--- config.mk ---
export PLATFORM = sky130hd
export DESIGN_NAME = pdtm_front
export DESIGN_NICKNAME = d
export VERILOG_FILES = /design/src/hw/rtl/pdtm_pkg.sv /design/src/hw/rtl/pdtm_fifo.sv /design/src/hw/rtl/pdtm_front.sv
export SDC_FILE = /design/constraint.sdc
export NUM_CORES = 1
export LEC_CHECK = 0
export ABC_AREA = 0
export BUFFER_PORTS_ARGS = -buffer_cell sky130_fd_sc_hd__buf_2
export CAP_MARGIN = 30
export CORE_MARGIN = 4
export CORE_UTILIZATION = 37
export CTS_CLUSTER_SIZE = 30
export DETAILED_ROUTE_END_ITERATION = 8
export GPL_ROUTABILITY_DRIVEN = 0
export MAX_ROUTING_LAYER = met4
export SLEW_MARGIN = 5
export SYNTH_ARGS = -nofsm -noshare
export SYNTH_HDL_FRONTEND = slang
export SYNTH_SLANG_ARGS = --single-unit
--- constraint.sdc ---
create_clock -name clk -period 4.9 [get_ports clk]
set_clock_uncertainty 0.2 [all_clocks]
set_input_delay 0.49 -clock clk [delete_from_list [all_inputs] [get_ports clk]]
set_output_delay 0.49 -clock clk [all_outputs]
set_load 0.1 [all_outputs]
--- src/hw/rtl/pdtm_pkg.sv ---
`default_nettype none
// ----------------------------------------------------------------------------
// Traffic meter package
// Shared payload types, request classification codes and result kinds.
// ----------------------------------------------------------------------------
package pdtm_pkg;

    typedef struct packed {
        logic        mode;
        logic [31:0] dest_ip;
        logic [3:0]  header_words;
        logic [15:0] ip_total_length;
    } packet_t;

    typedef struct packed {
        logic [2:0]  kind;
        logic [4:0]  entry_index;
        logic [31:0] entry_address;
        logic [47:0] total_count;
        logic [31:0] current_count;
        logic [31:0] average_count;
        logic        last;
    } result_t;

    localparam logic [2:0] KIND_COUNTED    = 3'd0;
    localparam logic [2:0] KIND_NEW        = 3'd1;
    localparam logic [2:0] KIND_FULL       = 3'd2;
    localparam logic [2:0] KIND_BAD_HEADER = 3'd3;
    localparam logic [2:0] KIND_REPORT     = 3'd4;

    typedef enum logic [1:0] {
        REQ_PACKET = 2'd0,
        REQ_TICK   = 2'd1,
        REQ_BAD    = 2'd2
    } req_kind_t;

    typedef struct packed {
        req_kind_t   kind;
        logic [31:0] dest_ip;
        logic [16:0] length;
    } request_t;

    localparam logic [3:0]  HDR_MIN_WORDS = 4'd5;
    localparam logic [16:0] ETH_OVERHEAD  = 17'd14;
    localparam logic [31:0] SLOT_MAX      = 32'hFFFF_FFFF;
    localparam logic [47:0] TOTAL_MAX     = 48'hFFFF_FFFF_FFFF;

endpackage
`default_nettype wire

--- src/hw/rtl/pdtm_fifo.sv ---
`default_nettype none
// ----------------------------------------------------------------------------
// Small queue
// Register-based first-in first-out buffer with full and empty flags.
// ----------------------------------------------------------------------------
module pdtm_fifo #(
    parameter int WIDTH = 8,
    parameter int DEPTH = 2
) (
    input  wire logic             clk,
    input  wire logic             rst_n,
    input  wire logic             push,
    input  wire logic [WIDTH-1:0] wdata,
    output logic                  full,
    input  wire logic             pop,
    output logic      [WIDTH-1:0] rdata,
    output logic                  empty
);
    localparam int AW = (DEPTH > 1) ? $clog2(DEPTH) : 1;
    localparam int CW = $clog2(DEPTH + 1);

    logic [WIDTH-1:0] mem_reg [DEPTH];
    logic [AW-1:0]    wr_ptr_reg, wr_ptr_next;
    logic [AW-1:0]    rd_ptr_reg, rd_ptr_next;
    logic [CW-1:0]    count_reg, count_next;
    logic             do_push, do_pop;

    assign full    = (count_reg == CW'(DEPTH));
    assign empty   = (count_reg == '0);
    assign do_push = push && !full;
    assign do_pop  = pop && !empty;
    assign rdata   = mem_reg[rd_ptr_reg];

    always_comb
    begin
        wr_ptr_next = wr_ptr_reg;
        rd_ptr_next = rd_ptr_reg;
        if (do_push)
        begin
            wr_ptr_next = (wr_ptr_reg == AW'(DEPTH - 1)) ? '0 : wr_ptr_reg + AW'(1);
        end
        if (do_pop)
        begin
            rd_ptr_next = (rd_ptr_reg == AW'(DEPTH - 1)) ? '0 : rd_ptr_reg + AW'(1);
        end
        unique case ({do_push, do_pop})
            2'b10:   count_next = count_reg + CW'(1);
            2'b01:   count_next = count_reg - CW'(1);
            default: count_next = count_reg;
        endcase
    end

    always_ff @(posedge clk or negedge rst_n)
    begin
        if (!rst_n)
        begin
            wr_ptr_reg <= '0;
            rd_ptr_reg <= '0;
            count_reg  <= '0;
        end
        else
        begin
            wr_ptr_reg <= wr_ptr_next;
            rd_ptr_reg <= rd_ptr_next;
            count_reg  <= count_next;
        end
    end

    always_ff @(posedge clk)
    begin
        if (do_push)
        begin
            mem_reg[wr_ptr_reg] <= wdata;
        end
    end
endmodule
`default_nettype wire

--- src/hw/rtl/pdtm_front.sv ---
`default_nettype none
// ----------------------------------------------------------------------------
// Traffic meter front end
// Accepts input items, classifies them and queues requests for the engine.
// ----------------------------------------------------------------------------
module pdtm_front (
    input  wire logic               clk,
    input  wire logic               rst_n,
    input  wire logic               push,
    input  wire pdtm_pkg::packet_t  packet,
    output logic                    full,
    input  wire logic               pop,
    output logic                    req_valid,
    output pdtm_pkg::request_t      req
);
    import pdtm_pkg::*;

    request_t                 req_in;
    logic [$bits(request_t)-1:0] req_vec;
    logic                     empty;

    // The Ethernet overhead is folded in here so the engine only adds.
    always_comb
    begin
        req_in.dest_ip = packet.dest_ip;
        req_in.length  = {1'b0, packet.ip_total_length} + ETH_OVERHEAD;
        priority if (packet.mode)
        begin
            req_in.kind = REQ_TICK;
        end
        else if (packet.header_words < HDR_MIN_WORDS)
        begin
            req_in.kind = REQ_BAD;
        end
        else
        begin
            req_in.kind = REQ_PACKET;
        end
    end

    pdtm_fifo #(
        .WIDTH ($bits(request_t)),
        .DEPTH (2)
    ) u_queue (
        .clk   (clk),
        .rst_n (rst_n),
        .push  (push),
        .wdata (req_in),
        .full  (full),
        .pop   (pop),
        .rdata (req_vec),
        .empty (empty)
    );

    assign req       = request_t'(req_vec);
    assign req_valid = !empty;
endmodule
`default_nettype wire

==> results of run 1 <==
metrics by stage:
stage	hold slack [ns]	util
detailed placement	0.103	0.447
global placement	0.103	0.447
finish	0.140	0.473
floorplan	-0.00559	-
global route	0.120	0.473
CTS	0.125	0.473
area by class of cell:
cell class,count,area share
clock buffers,10,0.0443
clock inverters,6,0.00799
inverters,5,0.00363
multi-input cells,101,0.186
flip-flops and latches,106,0.612
well taps,140,0.0339
repair buffers,113,0.112
layout by cell type (no fill, tap or decap):
cell           count
dfrtp_1            3
nand2_1            5
buf_2            109
nor3_2             2
nor2b_1            1
nor2_1             5
nor3_4             1
ha_1               2
edfxtp_1         102
inv_1              5
nor3_1             1
xor2_1             7
buf_4              3
nand3_2            2
inv_6              2
dlygate4sd3_1      1
clkbuf_1           1
clkbuf_16          9
and4_1             1
dfrtp_2            1
nand3_4            1
clkinvlp_4         1
clkinv_4           1
o21a_1             1
clkinv_1           2
and2_1             1
nor2_4             1
and3_2             1
nand2b_1           2
xnor2_1           11
nand3_1            3
or2_2              1
nor2b_2            1
mux2_2            51
layer usage:
layer | part of all wire | vias to the layer above
met2 | 0.49 | 74
met3 | 0.063 | 9
met5 | 0 | -
met4 | 0.013 | 0
li1 | - | 1059
met1 | 0.43 | 1111
worst max-delay path, cell delays in order, from the launching register on:
cell     delay, ns
dfrtp_2       0.62
buf_4         0.52
mux2_2        0.40
buf_2         0.29
synth_stat cells, drive strengths merged:
cell    count
buf         6
nor3        4
or2         1
o21a        1
dfrtp       4
xnor2      11
nand2b      2
and3        1
nand2       5
mux2       51
edfxtp    102
and2        1
and4        1
nand3       6
nor2b       2
ha          2
xor2        7
nor2        6
inv         5
final timing paths:
path                                     endpoint                 start  cells past startpoint  slack, ns
setup reg to reg           u_queue.mem_reg[0][12]  u_queue.count_reg[0]                      4       2.50
hold reg to reg              u_queue.count_reg[1]  u_queue.count_reg[1]                      1       0.29
max in group asynchronous      u_queue.rd_ptr_reg                 rst_n                      2       4.09
min in group asynchronous    u_queue.count_reg[1]                 rst_n                      2       0.28
setup / recovery                          req[18]    u_queue.rd_ptr_reg                      3       2.02
hold / removal             u_queue.mem_reg[0][44]            packet[47]                      1       0.14
what timing repair did:
action | in CTS | in global routing
endpoints found under the hold margin | 4 | 0
hold buffers | 1 | 0
setup buffers | 0 | 0
kinds of logic (layout without fill, tap and decap cells):
| kind of cell | after synthesis | count (layout) | share of synthesized area |
|---|---|---|---|
| AOI/OAI and AO/OA | 1 | 1 | 0.00180 |
| xor gates and xnor gates | 18 | 18 | 0.0378 |
| adders and majority gates | 2 | 2 | 0.00601 |
| buffers and inverters | 11 | 134 | 0.0117 |
| DFF | 106 | 106 | 0.759 |
| muxes | 51 | 51 | 0.138 |
| and+or+nand+nor | 29 | 29 | 0.0456 |
==> reports/results.tsv, run 1 <==
metric	value	unit
DRC viols	0	
Yosys warnings	0	
final setup vio count	0	
DR vias/cell	4.68	
register area	3160	sq um
outcome	finished clean	
root buf cell	clkbuf_16	
maxcap violations	0	
vias in the first global route	2319	
Syn Nets	277	
Rows	38	
Critical Path AT	2.19	ns
CORE AREA	10900	sq um
clock latency on the worst-skew pair	0.34	ns
total I/O pin count	110	
Final nets	395	
grt met2 use	0.193	
dpl ws	2.34	ns
Final Worst Setup Slack	2.02	ns
max-slew violation count	0	
met3 Use GR	0.0386	
hpwl dp	5160	um
Gate Count Post-Synth	218	
Fin Setup TNS	0	ns
die height	114	um
WL final	7520	um
top cell type by total area after synthesis	edfxtp_1	
area grow syn2layout	24.1	%
min Tclk post-route	2.88	ns
DR vias	2253	
Seq cells post-synth	106	
CTS clk-pin slew, worst paths	0.07	ns
Top Usage Layer GRT	met2	
CTS Buf Count	9	
crit share post-route	0.587	
mean post-synth cell area	19.1	sq um
Num Clock Sinks	106	
worst min path class	input port to register	
total global routing overflow	0	
# H-tree levels	3	
count of cell types in the netlist	24	
Die W	114	um
RSZ-0062 raised after global routing	no	
CTS Buffer Depth	2	
TritonCTS clock tree	yes	
Worst setup EP type	output port	
share of Yosys cell area claimed by the top area cell type	0.735	
global-route wire length before repair	11900	um
Critical Path RT	4.21	ns
Initial Util	0.381	
final hold vios	0	
CP Launch Type	register	
GRT Total Usage	0.125	
synth top area cells	edfxtp_1 (74%), mux2_2 (14%), dfrtp_1 (2.4%)	
ANT cells	0	
mapped cell area	4170	sq um
met1 usage	0.158	
DP Area	4890	sq um
post-cts resize count	0	
cell area after layout	5170	sq um
Avg WL per Cell	15.6	um
PortBufs	109	
Setup CP Type	register to output port	
Highest Clock Rate	347	MHz
die area	13000	sq um
Inst Count DP	464	
post-route insts no fill	481	
register area share after synthesis	0.759	
initial antenna violation count	0	
layout cells sized above 1	0.548	
Pre-antenna DRT Iters	4	
initial drt markers	51	
max reg flops	102	
slew margin rel.	0.483	
pin count of the biggest net entering global routing	36	
number of routed nets with antenna violations	0	
Slew @ Worst Pin	0.774	ns
FILL cells	976	
worst-path maximum fanout	35	
footprint of the multi-input gates	963	sq um
Power of run 1 is left out: the tool's default activity adds up to more than one toggle a clock period on the data nets, which glitch-free logic cannot reach.
==> run 2: changes to the inputs <==
- clock period: 4.9 -> 2.5 ns (I/O delays scaled with it)
==> run 2 against run 1 <==
Compared with the run above: count of clock-buffer cells in the layout shrank 1; core utilization grew 3.8 points; critical path depth is the same.
==> reports/results.tsv, run 2 (synthesis results as in run 1) <==
metric	value	unit
outcome	finished clean	
worst min path class	input port to register	
max-slew violation count	0	
Fin Setup TNS	0	ns
root buf cell	clkbuf_16	
Slew @ Worst Pin	0.508	ns
Die W	114	um
RSZ-0062 raised after global routing	no	
pin count of the biggest net entering global routing	28	
initial antenna violation count	0	
crit share post-route	0.933	
worst reg2reg path depth	6	
vias in the first global route	2568	
Initial Util	0.381	
die height	114	um
TritonCTS clock tree	yes	
Slowest-stage cell, CP	dfrtp_2	
Highest Clock Rate	429	MHz
area grow syn2layout	34.0	%
# H-tree levels	3	
cell area after layout	5580	sq um
CTS Buffer Depth	2	
Post-CTS Setup Inserts	0	
total I/O pin count	110	
DR vias/cell	4.53	
CP Depth	3	
Final Worst Setup Slack	0.168	ns
final setup vio count	0	
WL final	7740	um
min Tclk post-route	2.33	ns
Worst setup EP type	output port	
DP Area	4920	sq um
max reg flops	102	
PortBufs	109	
Num Clock Sinks	106	
Setup CP Type	register to output port	
highest-count cells in the layout ignoring fill and taps	buf_2 (109), edfxtp_1 (102), mux2_2 (51)	
Reg2Reg Launch Point	u_queue.count_reg[0]	
Rows	38	
CTS clk-pin slew, worst paths	0.07	ns
layout cells sized above 1	0.503	
Critical Path AT	1.88	ns
critical-path cell list	buf_4, mux2_2, buf_2	
CP bufs+invs	2	
most common cell after layout, fill and taps aside	buf_2	
die area	13000	sq um
launch point of the critical path	u_queue.rd_ptr_reg	
R2R Path End	u_queue.count_reg[1]	
Pre-antenna DRT Iters	4	
DR vias	2347	
GRT Total Usage	0.127	
clock latency on the worst-skew pair	0.33	ns
hpwl dp	5250	um
dpl ws	0.486	ns
CP peak stage delay	0.61	ns
final hold vios	0	
initial drt markers	54	
reg2reg setup slack	0.71	ns
worst-path maximum fanout	16	
number of routed nets with antenna violations	0	
CTS Buf Count	9	
Critical Path RT	2.05	ns
global-route wire length before repair	12400	um
Setup crit end	req[3]	
slew margin rel.	0.664	
Final nets	432	
crit-path leading delay family	flip-flops	
CORE AREA	10900	sq um
ANT cells	0	
CP Launch Type	register	
DRC viols	0	
Avg WL per Cell	14.9	um
hold_ws	0.0204	ns
maxcap violations	0	
total global routing overflow	0	
[run 2: through the flow]
step | cells | utilization
6_report | 518 | 0.511
5_1_grt | 518 | 0.511
2_1_floorplan | 218 | -
3_5_place_dp | 467 | 0.450
4_1_cts | 518 | 0.511
3_3_place_gp | 467 | 0.450
[run 2: metal layers]
metal	part of all wire	wire length (um)	track usage
met1	0.43	3300	0.147
met2	0.49	3830	0.210
met3	0.062	480	0.0322
met4	0.017	130	0.0570
met5	0	0	-
[run 2: area by class of cell]
type	instances	area, sq um
clock buffer	9	225
clock inverter	7	83.8
fill	948	5350
inverter	5	18.8
multi-input combinational	101	963
sequential	106	3160
tap	140	175
timing repair buffer	150	953
[run 2: timing repair]
| item | CTS | global route |
|---|---|---|
| resized for setup | 0 | 0 |
| endpoints found under the hold margin | 72 | 0 |
| setup endpoints to repair | 0 | 0 |
| hold buffers | 35 | 0 |
[run 2: how the worst min path moves through the flow]
stage	cells after the start	slack, ns	to	startpoint
finish	2	0.02	u_queue.mem_reg[1][1]	packet[1]
global route	2	0.03	u_queue.mem_reg[0][50]	packet[19]
CTS	2	0.02	u_queue.mem_reg[1][1]	packet[1]
detailed placement	1	-0.14	u_queue.wr_ptr_reg	rst_n
global placement	1	-0.14	u_queue.wr_ptr_reg	rst_n
floorplan	0	-0.25	u_queue.count_reg[0]	rst_n
Power of run 2 is left out for the same reason.
==> run 3: changes to the inputs <==
- CORE_UTILIZATION: 37 -> 47
- PLACE_DENSITY: unset -> 0.75
==> run 3 against run 2 <==
Compared with the run above: sequential share of layout area up 0.76 points; die area down 20%; worst hold slack better by 0.0021 ns; first-iteration DRC count up 9.3%; via count down 1.3%; global-route usage up 2.5 points; highest routed layer unchanged.
==> reports/results.tsv, run 3 (synthesis results as in run 1) <==
metric	value	unit
DR vias	2317	
hold_ws	0.0225	ns
slew margin rel.	0.661	
met1 usage	0.188	
final setup vio count	0	
number of routed nets with antenna violations	0	
Slew @ Worst Pin	0.511	ns
root buf cell	clkbuf_8	
highest-count cells in the layout ignoring fill and taps	buf_2 (109), edfxtp_1 (102), mux2_2 (51)	
Top Usage Layer GRT	met2	
pin count of the biggest net entering global routing	31	
min Tclk post-route	2.34	ns
Pre-antenna DRT Iters	4	
Fin Setup TNS	0	ns
CP Launch Type	register	
Avg WL per Cell	15.3	um
vias in the first global route	2383	
dpl ws	0.505	ns
R2R Path End	u_queue.count_reg[1]	
total global routing overflow	0	
Initial Util	0.480	
worst min path class	input port to async pin	
outcome	finished clean	
clock latency on the worst-skew pair	0.35	ns
CTS clk-pin slew, worst paths	0.10	ns
GRT Total Usage	0.152	
Worst setup EP type	output port	
reg2reg setup slack	0.70	ns
Slowest-stage cell, CP	dfrtp_2	
crit share post-route	0.935	
DR vias/cell	4.76	
CTS Buffer Depth	2	
Final nets	434	
Critical Path RT	2.05	ns
Setup CP Type	register to output port	
TritonCTS clock tree	yes	
met3 Use GR	0.0355	
die height	102	um
# H-tree levels	3	
critical-path cell list	buf_4, mux2_2, buf_2	
DRC viols	0	
post-cts resize count	0	
cell area after layout	5510	sq um
die area	10400	sq um
most common cell after layout, fill and taps aside	buf_2	
global-route wire length before repair	11500	um
final hold vios	0	
ANT cells	0	
hpwl dp	4940	um
total I/O pin count	110	
area grow syn2layout	32.3	%
worst-path maximum fanout	17	
Reg2Reg Launch Point	u_queue.count_reg[0]	
grt met2 use	0.247	
max-slew violation count	0	
CTS Buf Count	9	
Rows	34	
Highest Clock Rate	428	MHz
Num Clock Sinks	106	
PortBufs	109	
RSZ-0062 raised after global routing	no	
layout cells sized above 1	0.504	
Critical Path AT	1.89	ns
initial drt markers	59	
Final Worst Setup Slack	0.163	ns
worst reg2reg path depth	5	
maxcap violations	0	
WL final	7440	um
CP peak stage delay	0.56	ns
CORE AREA	8680	sq um
DP Area	4880	sq um
launch point of the critical path	u_queue.rd_ptr_reg	
max reg flops	102	
Die W	102	um
initial antenna violation count	0	
run 3: cell types whose count changed in the layout (fill, tap and decap cells not counted):
cell | before | now
clkbuf_16 | 9 | 0
clkbuf_8 | 0 | 9
clkinv_1 | 3 | 0
bufinv_16 | 2 | 4
dlygate4sd3_1 | 35 | 37
clkbuf_1 | 0 | 1
clkinv_2 | 1 | 0
run 3: critical path: cells and delay by family, from the launching register on:
kind                   cells  cell delay, ns
buffers and inverters      2            0.60
flip-flops                 1            0.56
multiplexers               1            0.37
run 3: worst max-delay path by stage:
stage                                  to  slack, ns  cells after the start
floorplan           u_queue.mem_reg[1][0]       0.09                      2
global placement                  req[31]       0.57                      3
detailed placement                req[39]       0.50                      3
CTS                               req[21]       0.12                      3
global route                      req[35]       0.07                      3
finish                            req[21]       0.16                      3
run 3: area by class of cell:
type,count,area (sq um)
clock buffer,10,128
clock inverter,5,128
fill,658,3170
inverter,5,18.8
multi-input combinational,101,963
sequential,106,3160
tap,108,135
timing repair buffer,152,973
run 3: metal layers:
metal  up-vias  share of wire
met4         0          0.014
met1      1104           0.43
met2        73           0.49
met3         9          0.067
li1       1131              -
met5         -              0
run 3: timing repair:
| item | in CTS | in global routing |
|---|---|---|
| hold buffers | 37 | 0 |
| hold endpoints to repair | 76 | 0 |
| setup buffers | 0 | 0 |
run 3: stage by stage:
stage	std cells	util
2_1_floorplan	218	-
3_3_place_gp	435	0.563
3_5_place_dp	435	0.563
4_1_cts	487	0.635
5_1_grt	487	0.635
6_report	487	0.635
Power of run 3 is left out for the same reason.
