File: src/hw/rtl/pdtm_fifo.sv
`default_nettype none
// ----------------------------------------------------------------------------
// Small queue
// Register-based first-in first-out buffer with full and empty flags.
// ----------------------------------------------------------------------------
module pdtm_fifo #(
    parameter int WIDTH = 8,
    parameter int DEPTH = 2
) (
    input  wire logic             clk,
    input  wire logic             rst_n,
    input  wire logic             push,
    input  wire logic [WIDTH-1:0] wdata,
    output logic                  full,
    input  wire logic             pop,
    output logic      [WIDTH-1:0] rdata,
    output logic                  empty
);
    localparam int AW = (DEPTH > 1) ? $clog2(DEPTH) : 1;
    localparam int CW = $clog2(DEPTH + 1);

    logic [WIDTH-1:0] mem_reg [DEPTH];
    logic [AW-1:0]    wr_ptr_reg, wr_ptr_next;
    logic [AW-1:0]    rd_ptr_reg, rd_ptr_next;
    logic [CW-1:0]    count_reg, count_next;
    logic             do_push, do_pop;

    assign full    = (count_reg == CW'(DEPTH));
    assign empty   = (count_reg == '0);
    assign do_push = push && !full;
    assign do_pop  = pop && !empty;
    assign rdata   = mem_reg[rd_ptr_reg];

    always_comb
    begin
        wr_ptr_next = wr_ptr_reg;
        rd_ptr_next = rd_ptr_reg;
        if (do_push)
        begin
            wr_ptr_next = (wr_ptr_reg == AW'(DEPTH - 1)) ? '0 : wr_ptr_reg + AW'(1);
        end
        if (do_pop)
        begin
            rd_ptr_next = (rd_ptr_reg == AW'(DEPTH - 1)) ? '0 : rd_ptr_reg + AW'(1);
        end
        unique case ({do_push, do_pop})
            2'b10:   count_next = count_reg + CW'(1);
            2'b01:   count_next = count_reg - CW'(1);
            default: count_next = count_reg;
        endcase
    end

    always_ff @(posedge clk or negedge rst_n)
    begin
        if (!rst_n)
        begin
            wr_ptr_reg <= '0;
            rd_ptr_reg <= '0;
            count_reg  <= '0;
        end
        else
        begin
            wr_ptr_reg <= wr_ptr_next;
            rd_ptr_reg <= rd_ptr_next;
            count_reg  <= count_next;
        end
    end

    always_ff @(posedge clk)
    begin
        if (do_push)
        begin
            mem_reg[wr_ptr_reg] <= wdata;
        end
    end
endmodule
`default_nettype wire

File: config.mk
export PLATFORM = sky130hd
export DESIGN_NAME = pdtm_fifo
export DESIGN_NICKNAME = d
export VERILOG_FILES = /design/src/hw/rtl/pdtm_fifo.sv
export SDC_FILE = /design/constraint.sdc
export NUM_CORES = 1
export LEC_CHECK = 0
export BUFFER_PORTS_ARGS = -buffer_cell sky130_fd_sc_hd__buf_2
export CAP_MARGIN = 40
export CORE_MARGIN = 2
export CORE_UTILIZATION = 43
export CTS_CLUSTER_DIAMETER = 50
export DETAILED_ROUTE_END_ITERATION = 16
export GPL_ROUTABILITY_DRIVEN = 0
export PLACE_DENSITY = 0.71
export SLEW_MARGIN = 20
export SYNTH_ARGS = -nofsm -noshare
export SYNTH_HDL_FRONTEND = slang
export SYNTH_SLANG_ARGS = --single-unit
File: constraint.sdc
create_clock -name clk -period 1.4 [get_ports clk]
set_input_delay 0 -clock clk [delete_from_list [all_inputs] [get_ports clk]]
set_output_delay 0 -clock clk [all_outputs]
set_load 0.02 [all_outputs]
==> run_results.csv, run 1 <==
group,metric,value,unit
synth,synth_edf_count,16,
clock_network,cts_root_buffer,"clkbuf_4",
synth,yosys_warnings,0,
clock_network,numCtsBuffers,3,
worst_setup_path,r2r_end,"count_reg[1]",
worst_setup_path,cp-start-kind,"flop",
sta,fmax,754,MHz
floorplan,dieArea,2150,um2
synth,synth_top_area_share,62.2,%
worst_setup_path,r2r_cells,6,
worst_setup_path,worstPathArrival,1.33,ns
clock_network,cts.path.max_buffers,2,
clock_network,cts_sinks,20,
worst_setup_path,crit_buf_inv,1,
global_routing,globalRouteOverflowTotal,0,
finish,area_growth,42.0,%
synth,synthDistinctLibCells,13,
sta,fin_skew,0.00166,ns
finish,largest_reg_flops,16,
power_and_ir_drop,vdd_ir_drop_max,1210,uV
synth,synth_area_leaders,"edfxtp_1, dfrtp_1, mux2_2, xnor2_1, xor2_1",
routing,vias,445,
floorplan,start_util,45.2,%
global_routing,gr-usage-all-layers,11.6,%
worst_setup_path,cpPeakStageDelay,0.50,ns
synth,ys_top_cells_by_count,"edfxtp_1, mux2_2, dfrtp_1",
sta,fin_crit,1.33,ns
routing,routed_wl,1.16,mm
finish,nets,93,
sta,slew_headroom,73.6,%
place,port_buffers,21,
worst_setup_path,r2r_setup_slack,0.09,ns
power_and_ir_drop,pwr_density_cell,2060,nW/um2
floorplan,die_h,46.4,um
floorplan,ios,22,
global_routing,antenna_found_initial,0,
run,maxCapViolations,0,
finish,fin_util,64.2,%
global_routing,grt_pass1_vias,387,
routing,drt_iter0_markers,20,
synth,synthArstFlopShare,20.0,%
routing,vias_per_cell,4.28,
sta,fin_tns_setup,0,ns
sta,setup_violations,0,
synth,synthCells,43,
floorplan,fp.dieW,46.4,um
sta,tightest_slew,0.396,ns
run_status,status,"complete, no violations",
clock_network,clk_latency,0.29,ns
sta,timing.final.ws_setup,0.0740,ns
synth,ys_seq_elements,20,
sta,slew_viol_final,0,
worst_setup_path,end_kind,"output port",
synth,yosysTopAreaCell,"edfxtp_1",
synth,syn_nets,56,
finish,final_cells,104,
sta,finalCritPeriodShare,94.7,%
routing,postRouteAntennaNets,0,
floorplan,core_area,1710,um2
worst_setup_path,critPathSlowestCell,"dfrtp_2",
finish,diodes,0,
power_and_ir_drop,p_leak,0.447,nW
routing,first_pass_iters,4,
clock_network,cts_max_level,1,
worst_setup_path,crit_family,"flip-flops",
worst_setup_path,reg2reg_from,"count_reg[0]",
synth,synth_seq_area_share,75.2,%
worst_setup_path,critPathMaxFanout,9,
synth,synth.avg_cell_area,18.0,um2
floorplan,placementRows,15,
finish,drive_gt1_share,54.4,%
place,placed_cells,90,
routing,wl_per_cell,11.1,um
sta,rsz0062_at_grt,"no",
global_routing,grt_max_degree,13,
clock_network,path_clk_slew,0.11,ns
synth,synth_ff_type,"edfxtp_1",
place,dp_hpwl,824,um
worst_setup_path,crit_required,1.40,ns
synth,synth_area,772,um2
global_routing,grt_pass1_wl,1.64,mm
place,pre_cts_slack,0.0174,ns
clock_network,cts_tree,"done",
synth,post-synth-top-count-cell,"edfxtp_1",
worst_setup_path,crit_chain,"mux2_2, buf_2",
hold_path,min_path_type,"in2async",
routing,drcViolationCount,0,
sta,finalHoldViolCount,0,
worst_setup_path,worstSetupPathType,"reg2out",
==> metrics by stage <==
stage          area, um2  total power, mW  hold slack, ns
2_1_floorplan        774             1.49          -0.296
3_3_place_gp         921             1.70          -0.189
3_5_place_dp         921             1.72          -0.186
4_1_cts             1070             2.22          0.0111
5_1_grt             1100             2.37          0.0328
6_report            1100             2.26          0.0301
==> worst max path at each step <==
stage                            start            end  slack, ns  cells after the start
after floorplan           count_reg[0]  mem_reg[0][0]       0.01                      3
after global placement    count_reg[0]   count_reg[1]       0.08                      5
after detailed placement  count_reg[0]   count_reg[1]       0.02                      5
after CTS                 count_reg[0]   count_reg[1]       0.04                      5
after global routing        rd_ptr_reg       rdata[0]       0.01                      2
final                       rd_ptr_reg       rdata[0]       0.07                      2
==> worst register-to-register path, cell delays in order (launching register included) <==
cell	delay (ns)
dfrtp_1	0.40
nand2b_4	0.15
nand2_1	0.13
ha_4	0.19
xnor2_1	0.16
nor2_2	0.05
xor2_1	0.13
==> where the power goes <==
part | total (mW) | switching, mW | leakage [nW] | internal [mW]
combinational | 0.844 | 0.430 | 0.226 | 0.414
sequential | 0.961 | 0.123 | 0.193 | 0.838
clock | 0.454 | 0.165 | 0.0279 | 0.289
total | 2.26 | 0.718 | 0.447 | 1.54
==> kinds of logic (layout without fill, tap and decap cells) <==
family	count (synthesis)	in the layout	share of synthesized area, %
fa+ha+maj	1	1	1.62
buf+inv	2	38	1.13
flops	20	20	75.2
simple gates	7	7	4.70
mux	8	8	11.7
xor+xnor	5	5	5.67
==> cell usage in the layout, fill, tap and decap left out <==
master / synthesis / routed
dlygate4sd3_1: 0 / 9
xnor2_1: 3 / 3
buf_2: 1 / 21
nand2_1: 1 / 1
buf_4: 0 / 3
nor2b_2: 1 / 1
nand2b_4: 0 / 1
edfxtp_1: 16 / 16
mux2_2: 8 / 8
dfrtp_2: 0 / 2
nor2_2: 0 / 2
inv_1: 1 / 1
xor2_1: 2 / 2
ha_4: 0 / 1
nor2_1: 3 / 1
and3_1: 1 / 1
dfrtp_1: 4 / 2
clkbuf_4: 0 / 3
bufinv_16: 0 / 1
==> metal layers <==
metal  routed length, um  vias up  global-route usage [%]
li1                    -      224                       -
met1                 496      209                    13.0
met2                 597       12                    19.2
met3                  61        0                    3.53
met4                   0        0                    6.86
met5                   0        -                       0
==> repair_timing <==
| item | 4_1_cts | 5_1_grt |
|---|---|---|
| hold buffers | 9 | 0 |
| gates cloned | 0 | 0 |
| setup buffers | 1 | 0 |
| resized for setup | 1 | 4 |
| endpoints found under the setup margin | 9 | 1 |
| endpoints found under the hold margin | 20 | 0 |
==> area by class of cell <==
type                       count  area, um2
fill                         135        612
multi-input combinational     21        208
clock inverter                 1       30.0
inverter                       1       3.75
sequential                    20        583
tap                           25       31.3
timing repair buffer          33        218
clock buffer                   3       22.5
Power figures use the tool's default switching activity.
==> run 2, diff against run 1 <==
--- a/config.mk
+++ b/config.mk
@@ -12,8 +12,7 @@
 export CTS_CLUSTER_DIAMETER = 50
 export DETAILED_ROUTE_END_ITERATION = 16
 export GPL_ROUTABILITY_DRIVEN = 0
-export PLACE_DENSITY = 0.71
-export SLEW_MARGIN = 20
+export PLACE_DENSITY_LB_ADDON = 0.15
 export SYNTH_ARGS = -nofsm -noshare
 export SYNTH_HDL_FRONTEND = slang
 export SYNTH_SLANG_ARGS = --single-unit
==> run 2 against run 1 <==
  * Routed wire length up 2.9%
  * Flip-flop and latch count stayed put
  * First-iteration DRC count down 75%
  * Hold slack gained 0.0059 ns
  * Design area increased by 1.3%
  * Via count grew 1.6%
  * Sequential power down 1%
  * Cell count grew 0.96%
  * Sequential share of layout area decreased by 0.77 points
  * Critical path depth grew 5
  * Die area unchanged
  * Setup slack improved by 0.0056 ns
==> run_results.csv, run 2 (synthesis gave the netlist of run 1 again) <==
group,metric,value,unit
run_status,status,"complete, no violations",
power_and_ir_drop,p_total,2.30,mW
floorplan,dieArea,2150,um2
sta,fin_crit,1.32,ns
routing,wl_per_cell,11.3,um
clock_network,cts.path.max_buffers,2,
power_and_ir_drop,p_leak,0.454,nW
worst_setup_path,cp-start-kind,"flop",
routing,drcViolationCount,0,
place,dp_hpwl,785,um
worst_setup_path,worstSetupPathType,"reg2reg",
sta,slew_viol_final,0,
clock_network,cts_root_buffer,"clkbuf_4",
hold_path,min_path_type,"in2async",
finish,layout_commonest_cell,"buf_2",
finish,multi_input_area,215,um2
clock_network,cts_sinks,20,
routing,routed_wl,1.19,mm
finish,n_fill_cell,135,
global_routing,gr-usage-all-layers,12.1,%
power_and_ir_drop,pwr_density_cell,2080,nW/um2
global_routing,grt_pass1_wl,1.73,mm
sta,fin_tns_setup,0,ns
routing,drt_iter0_markers,5,
worst_setup_path,worstPathArrival,1.50,ns
finish,regArea,582,um2
power_and_ir_drop,vdd_ir_drop_max,1430,uV
sta,finalHoldViolCount,0,
finish,area_growth,43.8,%
sta,holdWs,0.0361,ns
clock_network,clk_latency,0.30,ns
floorplan,fp.dieW,46.4,um
sta,finalCritPeriodShare,94.3,%
clock_network,path_clk_slew,0.10,ns
finish,final_cell_mix,"buf_2, edfxtp_1, dlygate4sd3_1",
worst_setup_path,crit_required,1.58,ns
sta,timing.final.ws_setup,0.0796,ns
global_routing,grt_pass1_vias,397,
run,maxCapViolations,0,
sta,fin_skew,0.0135,ns
routing,postRouteAntennaNets,0,
global_routing,antenna_found_initial,0,
sta,slew_headroom,75.1,%
global_routing,globalRouteOverflowTotal,0,
routing,vias_per_cell,4.30,
worst_setup_path,critPathLaunch,"count_reg[0]",
sta,tightest_slew,0.373,ns
finish,fin_util,65.0,%
floorplan,core_area,1710,um2
clock_network,numCtsBuffers,3,
sta,setup_violations,0,
place,pre_cts_slack,0.0288,ns
floorplan,ios,22,
finish,nets,94,
worst_setup_path,reg2reg_from,"count_reg[0]",
worst_setup_path,end_kind,"flop",
finish,drive_gt1_share,55.0,%
clock_network,cts_max_level,1,
floorplan,placementRows,15,
floorplan,start_util,45.2,%
sta,fmax,757,MHz
global_routing,grt_max_degree,13,
clock_network,cts_tree,"done",
worst_setup_path,critPathMaxFanout,3,
place,port_buffers,21,
finish,diodes,0,
routing,vias,452,
routing,first_pass_iters,4,
floorplan,die_h,46.4,um
finish,largest_reg_flops,16,
## run 2: cell count changes in the layout (fill, tap and decap cells not counted), sizes merged
cell  change
buf       +1
## run 2: per-stage QoR
| stage | area, um2 | instances |
|---|---|---|
| floorplan | 774 | 43 |
| global placement | 921 | 90 |
| detailed placement | 921 | 90 |
| CTS | 1060 | 103 |
| global route | 1110 | 105 |
| finish | 1110 | 105 |
## run 2: path summary, 6_finish.rpt
check | cells after the start | slack [ns] | end
max reg2reg | 7 | 0.08 | count_reg[1]
min in group clk | 3 | 0.04 | wr_ptr_reg
max | 7 | 0.08 | count_reg[1]
min | 2 | 0.04 | count_reg[1]
max in group asynchronous | 2 | 1.23 | rd_ptr_reg
min reg2reg | 1 | 0.50 | count_reg[0]
## run 2: power by group
| group | leakage, nW | internal, mW | total (mW) | switching [mW] |
|---|---|---|---|---|
| Clock | 0.0279 | 0.289 | 0.460 | 0.170 |
| Combinational | 0.231 | 0.440 | 0.897 | 0.457 |
| Sequential | 0.194 | 0.834 | 0.948 | 0.114 |
| Total | 0.454 | 1.56 | 2.30 | 0.741 |
## run 2: timing repair
item                                   4_1_cts  5_1_grt
setup endpoints to repair                    8        3
endpoints found under the hold margin       20        0
gates cloned                                 0        0
hold buffers                                 9        0
pin swaps                                    0        1
buffers inserted                             0        2
resized for setup                            1        5
## run 2: cell type report
cell class,instances,area share (%)
repair buffers,34,20.3
inverters,1,0.338
flip-flops and latches,20,52.4
multi-input cells,21,19.4
well taps,25,2.82
clock buffers,3,2.03
clock inverters,1,2.71
## run 2: critical path, stage by stage (launching register included)
cell and delay [ns]:
dfrtp_1 0.39, buf_4 0.15, nor2_4 0.03, nor2b_2 0.18, ha_4 0.16, xnor2_2 0.10, nor2_2 0.05, xor2_1 0.15
## run 2: routing by layer
layer,vias to the layer above,routed length [um],global-route usage (%)
met2,13,629,18.3
met4,0,7,8.57
met3,2,56,2.35
li1,231,-,-
met1,206,496,15.4
met5,-,0,0
==> run 3, diff against run 2 <==
==> config.mk (replaced) <==
export PLATFORM = sky130hd
export DESIGN_NAME = pdtm_fifo
export DESIGN_NICKNAME = d
export VERILOG_FILES = /design/src/hw/rtl/pdtm_fifo.sv
export SDC_FILE = /design/constraint.sdc
export NUM_CORES = 1
export LEC_CHECK = 0
export CAP_MARGIN = 40
export CORE_MARGIN = 2
export CORE_UTILIZATION = 50
export CTS_CLUSTER_DIAMETER = 50
export DETAILED_ROUTE_END_ITERATION = 16
export DONT_BUFFER_PORTS = 1
export GPL_ROUTABILITY_DRIVEN = 0
export PLACE_DENSITY = 0.67
export SYNTH_ARGS = -nofsm -noshare
export SYNTH_HDL_FRONTEND = slang
export SYNTH_SLANG_ARGS = --single-unit
==> run 3 against run 2 <==
  * Maximum frequency fell by 1.9%
  * Clock skew fell by 0.013 ns
  * Design area fell by 7.7%
  * Highest routed layer is now met3
==> run_results.csv, run 3 (synthesis gave the netlist of run 1 again) <==
group,metric,value,unit
routing,routed_wl,1.35,mm
clock_network,cts_root_buffer,"clkbuf_4",
routing,wl_per_cell,16.7,um
worst_setup_path,cp-start-kind,"flop",
run,maxCapViolations,0,
routing,vias,418,
sta,holdWs,0.140,ns
sta,finalHoldViolCount,0,
finish,diodes,0,
worst_setup_path,r2r_cells,6,
place,dp_hpwl,870,um
clock_network,cts_sinks,20,
global_routing,globalRouteOverflowTotal,0,
sta,fin_crit,1.35,ns
sta,slew_headroom,76.3,%
sta,fmax,743,MHz
run_status,status,"complete, no violations",
hold_path,min_path_type,"in2reg",
place,pre_cts_slack,-0.0509,ns
sta,setup_violations,0,
sta,finalCritPeriodShare,96.2,%
routing,first_pass_iters,3,
sta,tightest_slew,0.356,ns
routing,drcViolationCount,0,
global_routing,grt_pass1_vias,476,
finish,final_cells,81,
power_and_ir_drop,vdd_ir_drop_max,1400,uV
hold_path,timing.hold.worst_path_depth,3,
sta,slew_viol_final,0,
routing,drt_iter0_markers,1,
worst_setup_path,crit_required,1.58,ns
worst_setup_path,worstSetupPathType,"reg2reg",
place,port_buffers,0,
floorplan,die_h,43.3,um
finish,nets,79,
sta,fin_skew,0.000947,ns
finish,n_fill_cell,96,
sta,timing.final.ws_setup,0.0535,ns
floorplan,start_util,52.5,%
global_routing,grt_max_degree,12,
floorplan,dieArea,1870,um2
global_routing,gr-usage-all-layers,14.6,%
clock_network,cts.path.max_buffers,2,
place,placed_area,835,um2
power_and_ir_drop,p_leak,0.391,nW
worst_setup_path,critPathMaxFanout,3,
finish,drive_gt1_share,41.5,%
finish,design_area,1020,um2
clock_network,path_clk_slew,0.10,ns
routing,postRouteAntennaNets,0,
floorplan,core_area,1470,um2
floorplan,ios,22,
finish,final_cell_mix,"edfxtp_1, dlygate4sd3_1, mux2_2, buf_4",
clock_network,cts_max_level,1,
finish,area_growth,32.7,%
worst_setup_path,worstPathArrival,1.53,ns
worst_setup_path,end_kind,"flop",
global_routing,grt_pass1_wl,1.90,mm
routing,vias_per_cell,5.16,
finish,layout_commonest_cell,"edfxtp_1",
global_routing,antenna_found_initial,0,
finish,largest_reg_flops,16,
clock_network,clk_latency,0.29,ns
floorplan,placementRows,14,
power_and_ir_drop,pwr_density_cell,2070,nW/um2
place,placed_cells,64,
clock_network,cts_tree,"done",
floorplan,fp.dieW,43.3,um
clock_network,numCtsBuffers,3,
-- run 3: changes by cell type in the layout (fill, tap and decap cells not counted), sizes merged --
cell	delta
buf	-17
dlygate4sd3	+2
bufinv	-1
clkinv	+1
-- run 3: power breakdown --
part           leakage, nW  switching (mW)  internal [mW]  total (mW)
Clock               0.0154           0.160          0.104       0.264
Combinational        0.181           0.464          0.424       0.888
Sequential           0.194           0.133          0.833       0.966
-- run 3: routing by layer --
| metal | global-route usage [%] | part of all wire, % | vias to the layer above |
|---|---|---|---|
| li1 | - | - | 198 |
| met1 | 13.7 | 35 | 209 |
| met2 | 27.5 | 60 | 11 |
| met3 | 3.40 | 5.5 | 0 |
| met4 | 9.09 | 0 | 0 |
| met5 | 0 | 0 | - |
-- run 3: stage by stage --
stage | total power [mW] | setup TNS, ns | util (%)
CTS | 2.00 | 0 | 67.0
global route | 2.23 | -0.0118 | 69.6
finish | 2.12 | 0 | 69.6
detailed placement | 1.67 | -0.0509 | 56.7
global placement | 1.62 | 0 | 56.7
floorplan | 1.49 | 0 | -
-- run 3: final timing paths --
path	slack, ns	start	endpoint
max reg2reg	0.05	count_reg[0]	count_reg[1]
max in group asynchronous	0.70	rst_n	count_reg[1]
min reg2reg	0.51	wr_ptr_reg	wr_ptr_reg
max	0.05	count_reg[0]	count_reg[1]
min	0.14	pop	rd_ptr_reg
min in group asynchronous	0.51	rst_n	rd_ptr_reg
-- run 3: repair_timing --
| item | in CTS | in global routing |
|---|---|---|
| endpoints found under the setup margin | 1 | 1 |
| buffers inserted | 1 | 1 |
| hold buffers | 11 | 0 |
| resized for setup | 1 | 7 |
| hold endpoints to repair | 21 | 0 |
-- run 3: area by class of cell --
| type | count | area [um2] | share of cell area [%] |
|---|---|---|---|
| sequential | 20 | 582 | 56.8 |
| multi-input combinational | 21 | 223 | 21.7 |
| timing repair buffer | 19 | 170 | 16.6 |
| clock buffer | 3 | 22.5 | 2.20 |
| tap | 16 | 20.0 | 1.95 |
| clock inverter | 1 | 3.75 | 0.366 |
| inverter | 1 | 3.75 | 0.366 |
-- run 3: worst max-delay path: stages (launching register included) --
cell and delay, ns:
dfrtp_1 0.43, nand2b_4 0.17, nand2_2 0.10, ha_4 0.19, xnor2_2 0.16, nor2_2 0.05, xor2_1 0.14
